### config.mk
export PLATFORM = sky130hd
export DESIGN_NAME = msb_first_bitfield_reader_unit
export DESIGN_NICKNAME = d
export VERILOG_FILES = /design/src/hw/rtl/mbfr_pkg.sv /design/src/hw/rtl/msb_first_bitfield_reader_unit.sv
export SDC_FILE = /design/constraint.sdc
export NUM_CORES = 1
export LEC_CHECK = 0
export BUFFER_PORTS_ARGS = -buffer_cell sky130_fd_sc_hd__buf_2
export CAP_MARGIN = 25
export CORE_MARGIN = 3
export CORE_UTILIZATION = 28
export DETAILED_ROUTE_END_ITERATION = 16
export GPL_TIMING_DRIVEN = 1
export PLACE_DENSITY_LB_ADDON = 0.1
export SLEW_MARGIN = 20
export SYNTH_ARGS = -nofsm -noshare
export SYNTH_HDL_FRONTEND = slang
export SYNTH_SLANG_ARGS = --single-unit
### constraint.sdc
create_clock -name clk -period 11.5 [get_ports clk]
set_input_delay 3.45 -clock clk [delete_from_list [all_inputs] [get_ports clk]]
set_output_delay 3.45 -clock clk [all_outputs]
set_load 0.02 [all_outputs]
### src/hw/rtl/mbfr_pkg.sv
`default_nettype none

package mbfr_pkg;

  // Default sizes of the bit buffer and of the widest field read.
  localparam int BUFFER_BYTES_DEFAULT   = 8;
  localparam int MAX_FIELD_BITS_DEFAULT = 32;

  // Request codes.
  localparam logic [2:0] FUNC_PUSH     = 3'd0;
  localparam logic [2:0] FUNC_UNSIGNED = 3'd1;
  localparam logic [2:0] FUNC_SIGNED   = 3'd2;
  localparam logic [2:0] FUNC_U8       = 3'd3;
  localparam logic [2:0] FUNC_LE16     = 3'd4;
  localparam logic [2:0] FUNC_LE32     = 3'd5;
  localparam logic [2:0] FUNC_ALIGN    = 3'd6;

  // Result status codes.
  localparam logic [1:0] STATUS_OK       = 2'd0;
  localparam logic [1:0] STATUS_SHORT    = 2'd1;
  localparam logic [1:0] STATUS_TOO_WIDE = 2'd2;
  localparam logic [1:0] STATUS_FULL     = 2'd3;

  typedef struct packed {
    logic [2:0] func;
    logic [7:0] byte_in;
    logic [5:0] bit_count;
  } in_item_t;

  typedef struct packed {
    logic [31:0] value;
    logic [1:0]  status;
  } out_item_t;

endpackage

`default_nettype wire

### src/hw/rtl/msb_first_bitfield_reader_unit.sv
// Channel | Direction | Handshake             | Payload
// in      | input     | in_valid / in_ready   | in_data  (func, byte_in, bit_count)
// out     | output    | out_valid / out_ready | out_data (value, status)
//
// Every input transaction gives exactly one result transaction, registered and offered in the next cycle.
// One item is taken per cycle unless a pending result is held by a low out_ready; the buffer update and
// the result are both formed in the same cycle by combinational shifts over the bit buffer.
// Reset empties the buffer and drops any pending result.
// While a result waits for out_ready, in_ready is low; it rises again in the cycle
// the result is taken, so a steady stream with out_ready high runs at full rate.
`default_nettype none

module msb_first_bitfield_reader_unit #(
  parameter int BUFFER_BYTES   = mbfr_pkg::BUFFER_BYTES_DEFAULT,
  parameter int MAX_FIELD_BITS = mbfr_pkg::MAX_FIELD_BITS_DEFAULT
) (
  input  wire                 clk,
  input  wire                 rst,
  input  wire                 in_valid,
  output logic                in_ready,
  input  mbfr_pkg::in_item_t  in_data,
  output logic                out_valid,
  input  wire                 out_ready,
  output mbfr_pkg::out_item_t out_data
);
  import mbfr_pkg::*;

  localparam int BUF_BITS = BUFFER_BYTES * 8;
  // User must keep at least 32 buffer bits so fill is never narrower than bit_count; not enforced by the block.
  localparam int FILL_W   = $clog2(BUF_BITS + 1);

  // Oldest bit sits at the top of the buffer; unused bits below are kept zero.
  logic [BUF_BITS-1:0] buffer, buffer_next;
  logic [FILL_W-1:0]   fill, fill_next;
  out_item_t           result;
  logic                in_fire;

  logic [2:0]          partial;
  logic [FILL_W-1:0]   aligned;
  logic [FILL_W-1:0]   need;
  logic [FILL_W-1:0]   count;
  logic [BUF_BITS-1:0] aligned_buf;
  logic [31:0]         top_raw;
  logic [31:0]         top_al;
  logic [31:0]         field_val;
  logic [31:0]         low_mask;
  logic                sign_bit;

  assign in_ready = !out_valid || out_ready;
  assign in_fire  = in_valid && in_ready;

  // Shared views: raw and byte-aligned top words of the buffer, the field at the top and its sign bit.
  always_comb begin
    partial     = fill[2:0];
    aligned     = fill - FILL_W'(partial);
    count       = FILL_W'(in_data.bit_count);
    aligned_buf = buffer << partial;
    top_raw     = buffer[BUF_BITS-1 -: 32];
    top_al      = aligned_buf[BUF_BITS-1 -: 32];
    field_val   = top_raw >> (6'd32 - in_data.bit_count);
    low_mask    = 32'((33'd1 << in_data.bit_count) - 33'd1);
    sign_bit    = |(field_val & (low_mask ^ (low_mask >> 1)));
  end

  // Request decode, buffer update and result formation.
  always_comb begin
    buffer_next = buffer;
    fill_next   = fill;
    result      = '0;
    need        = '0;
    unique case (in_data.func)
      FUNC_PUSH: begin
        if (fill > FILL_W'(BUF_BITS - 8)) begin
          result.status = STATUS_FULL;
        end else begin
          buffer_next = buffer | ({in_data.byte_in, {(BUF_BITS-8){1'b0}}} >> fill);
          fill_next   = fill + FILL_W'(8);
        end
      end
      FUNC_UNSIGNED, FUNC_SIGNED: begin
        priority if (in_data.bit_count > 6'(MAX_FIELD_BITS)) begin
          result.status = STATUS_TOO_WIDE;
        end else if (in_data.bit_count == 6'd0) begin
          result.value = '0;
        end else if (count > fill) begin
          result.status = STATUS_SHORT;
        end else begin
          buffer_next  = buffer << in_data.bit_count;
          fill_next    = fill - count;
          result.value = field_val;
          if (in_data.func == FUNC_SIGNED && sign_bit) begin
            result.value = field_val | ~low_mask;
          end
        end
      end
      FUNC_U8, FUNC_LE16, FUNC_LE32: begin
        unique case (in_data.func)
          FUNC_U8:   need = FILL_W'(8);
          FUNC_LE16: need = FILL_W'(16);
          default:   need = FILL_W'(32);
        endcase
        if (aligned < need) begin
          result.status = STATUS_SHORT;
        end else begin
          buffer_next = aligned_buf << need;
          fill_next   = aligned - need;
          // First byte read lands in the low byte of the value.
          unique case (in_data.func)
            FUNC_U8:   result.value = {24'd0, top_al[31:24]};
            FUNC_LE16: result.value = {16'd0, top_al[23:16], top_al[31:24]};
            default:   result.value = {top_al[7:0], top_al[15:8],
                                       top_al[23:16], top_al[31:24]};
          endcase
        end
      end
      FUNC_ALIGN: begin
        buffer_next = aligned_buf;
        fill_next   = aligned;
      end
      default: begin
        result = '0;
      end
    endcase
  end

  // Buffer state and result valid.
  always_ff @(posedge clk) begin
    if (rst) begin
      buffer    <= '0;
      fill      <= '0;
      out_valid <= 1'b0;
    end else if (in_fire) begin
      buffer    <= buffer_next;
      fill      <= fill_next;
      out_valid <= 1'b1;
    end else if (out_ready) begin
      out_valid <= 1'b0;
    end
  end

  // Result payload register.
  always_ff @(posedge clk) begin
    if (in_fire) begin
      out_data <= result;
    end
  end

  // The fill level never passes the buffer size.
  a_fill_bound: assert property (@(posedge clk) disable iff (rst)
    fill <= FILL_W'(BUF_BITS))
    else $error("bit buffer fill above capacity");

  // A push that fits grows the fill by one byte.
  a_push_grows: assert property (@(posedge clk) disable iff (rst)
    in_fire && in_data.func == FUNC_PUSH && fill <= FILL_W'(BUF_BITS - 8)
    |=> fill == $past(fill) + FILL_W'(8))
    else $error("accepted push did not add one byte");

  // Any failing status carries a zero value.
  a_err_zero: assert property (@(posedge clk) disable iff (rst)
    out_valid && out_data.status != STATUS_OK |-> out_data.value == 32'd0)
    else $error("non-ok result with nonzero value");

  // With no result pending the input side is always open.
  a_ready_open: assert property (@(posedge clk) disable iff (rst)
    !out_valid |-> in_ready)
    else $error("input stalled with empty result register");

endmodule

`default_nettype wire

==> results.txt <==
crit path capture type -> flip-flop
root buffer cell -> clkbuf_16
first-pass GRT wire length -> 130200 µm
Post-DRT Antenna Nets -> 0
vias in the first global route -> 17640
H-tree levels -> 3
Routed Wire Length -> 90600 µm
syn_nets -> 2254
WHS -> 0.5257 ns
Distinct cells, synth -> 91
share of cells above drive strength 1 -> 0.1601
Data required, critical path -> 11.63 ns
Synth Flop Type -> dfxtp_1
final cell count without fillers -> 2867
pin count of the biggest net entering global routing -> 77
die area -> 63100 µm²
Worst-Margin Slew -> 1.058 ns
average wire per standard cell -> 31.60 µm
nets@finish -> 2129
Top Ports -> 57
cts bufs inserted -> 9
fin crit share -> 0.7336
Remaining DRCs -> 0
Worst path slowest cell -> ha_2
commonest non-fill, non-tap cells in the layout -> 401 x nand2_1, 161 x nor2_1, 157 x o21ai_0, 152 x a21oi_1, 135 x mux2i_1
Worst Path Buf+Inv -> 4
area overhead of the layout relative to synthesis -> 5.337%
Post-synth EDFFs -> 34
startpoint types -> input pin
synth warn -> 0
relative slew slack -> 0.2945
maximum VDD drop -> 0.00009601 V
Placed Cells -> 2850
share of synthesized registers carrying an async set or reset -> 0
leakage -> 6.195 nW
FMAX -> 118.5 MHz
Row Count -> 89
cts repair resizes -> 0
Starting Density -> 0.2842
largest cells by area after synthesis -> mux4_2 16%, nand2_1 8.9%, dfxtp_1 8.6%, mux2i_1 8.0%, edfxtp_1 6.1%
die width -> 251.2 µm
commonest non-fill, non-tap cell in the layout -> nand2_1
synthesized area -> 16830 µm²
RSZ-0062 raised after global routing -> false
crit-path cells -> buf_4 -> inv_1 -> ha_2 -> ha_2 -> inv_1 -> and2_1 -> a311o_1 -> a32oi_2 -> o22a_2 -> o221ai_2 -> or4_4 -> a211oi_4 -> buf_4 -> o31ai_1
CP peak stage delay -> 1.00 ns
grt ovf -> 0
Post-Layout Inst Area -> 17730 µm²
Final Hold Fails -> 0
DIE HEIGHT -> 251.2 µm
setup TNS -> 0 ns
Skew-Pair Late Insertion Delay -> 0.42 ns
Area after DPL -> 17450 µm²
Pwr Density -> 99.05 nW/µm²
Crit path max-delay family -> buffers and inverters
Clock Skew -> 0.02924 ns
Max clock buf depth -> 2
PortBufs -> 56
Worst EP arrival -> 8.56 ns
Final min period -> 8.436 ns
Critical Path Fanout Max -> 44
# Post-CTS Setup Buffers -> 0
register bit count reported by yosys -> 106
CTS Sinks -> 106
initial antenna violation count -> 1
Clk pin slew, worst setup/hold paths -> 0.09 ns
Total Power -> 0.001756 W
register area share after synthesis -> 0.1463
gp weighted congestion -> 0.9885
synthesized area per cell -> 7.607 µm²
post-synth top area cell -> mux4_2
Total GRT Usage -> 0.2797
# fillers -> 6474
CTS Hold Bufs -> 0
max-cap check violation count -> 0
hold crit path type -> flip-flop to flip-flop
initial drt markers -> 2608
Final HPWL DP -> 67630 µm
outcome -> complete, no violations
max-slew violation count -> 0
CP Class -> input pin to flip-flop
Pre-Repair DR Iteration Count -> 6
core area -> 59240 µm²
clock tree from TritonCTS -> built
top-area cell type share of the netlist area -> 0.1579
Vias per Instance -> 6.491
# setup viols final -> 0
via count -> 18610
Mapped Cells -> 2213
==> registers in the layout, summed over array words and instances, names as in the netlist <==
signal and count:
buffer 64, fill 7, out_data 34, out_valid 1
==> cells by family (layout without fill, tap and decap cells) <==
| kind of cell | count (synthesis) | in the layout | synth area share |
|---|---|---|---|
| buffers and inverters | 278 | 158 | 0.06853 |
| AND/OR/NAND/NOR | 795 | 795 | 0.2051 |
| adder cells (fa/ha/maj) | 20 | 20 | 0.01576 |
| flip-flops | 106 | 106 | 0.1463 |
| other | 0 | 1 | 0 |
| AO/OA/AOI/OAI | 679 | 679 | 0.2768 |
| XOR/XNOR | 52 | 52 | 0.02943 |
| multiplexers | 283 | 283 | 0.2582 |
==> synthesized netlist by cell type (all sizes together) (5+ instances only) <==
cell,n
a21oi,153
o21ai,169
o211ai,14
xnor2,34
mux2i,135
o31ai,30
or2,7
o311ai,6
a32oi,13
nor3,98
buf,65
nor2,162
mux2,30
nand3,40
nor2b,22
clkbuf,172
dfxtp,72
o221ai,19
and2,20
a222oi,20
o22ai,36
a21o,5
a311oi,23
nand2,401
a21boi,6
mux4,118
a221oi,13
a211oi,49
xor2,17
ha,18
and3,6
nand2b,10
a31oi,13
a211o,8
or3,7
o22a,16
o31a,5
a22oi,33
edfxtp,34
inv,38
o21a,7
a22o,10
==> power breakdown <==
group	internal [W]	switching, W	leakage (nW)
Combinational	0.000304	0.000605	5.12
Clock	0.000150	0.000191	0.138
Sequential	0.000419	0.0000881	0.937
Total	0.000872	0.000884	6.19
==> per-stage QoR <==
| step | util | setup slack (ns) |
|---|---|---|
| after detailed placement | 0.2946 | 2.654 |
| after CTS | 0.2993 | 3.095 |
| after global placement | 0.2945 | 2.773 |
| after global routing | 0.2993 | 2.781 |
| final | 0.2993 | 3.064 |
| after floorplan | - | 3.057 |
==> area by class of cell <==
| cell class | instances | area (µm²) | share of cell area |
|---|---|---|---|
| timing repair buffer | 101 | 624.3 | 0.03521 |
| antenna | 1 | 2.502 | 0.0001411 |
| inverter | 41 | 153.9 | 0.008678 |
| clock inverter | 7 | 51.30 | 0.002893 |
| multi-input combinational | 1829 | 13240 | 0.7465 |
| tap | 773 | 967.2 | 0.05454 |
| clock buffer | 9 | 225.2 | 0.01270 |
| sequential | 106 | 2471 | 0.1393 |
==> worst paths after layout <==
path | from | slack, ns | cells past startpoint | end
worst min register to register | out_valid | 0.53 | 2 | out_valid
worst min-delay path | out_valid | 0.53 | 2 | out_valid
worst max-delay path | in_data[1] | 3.06 | 14 | out_data[33]
worst max register to register | fill[3] | 6.59 | 8 | out_data[10]
==> worst min-delay path, stage by stage, from the launching register on <==
cell and delay, ns:
dfxtp_1 0.32, nand2b_1 0.09, a21oi_1 0.07
==> per-layer routing <==
layer	share of wire	GRT usage
met5	0.00019	0
met4	0.062	0.1469
met3	0.070	0.04221
met2	0.45	0.4440
met1	0.42	0.3685
Power figures use the tool's default switching activity.
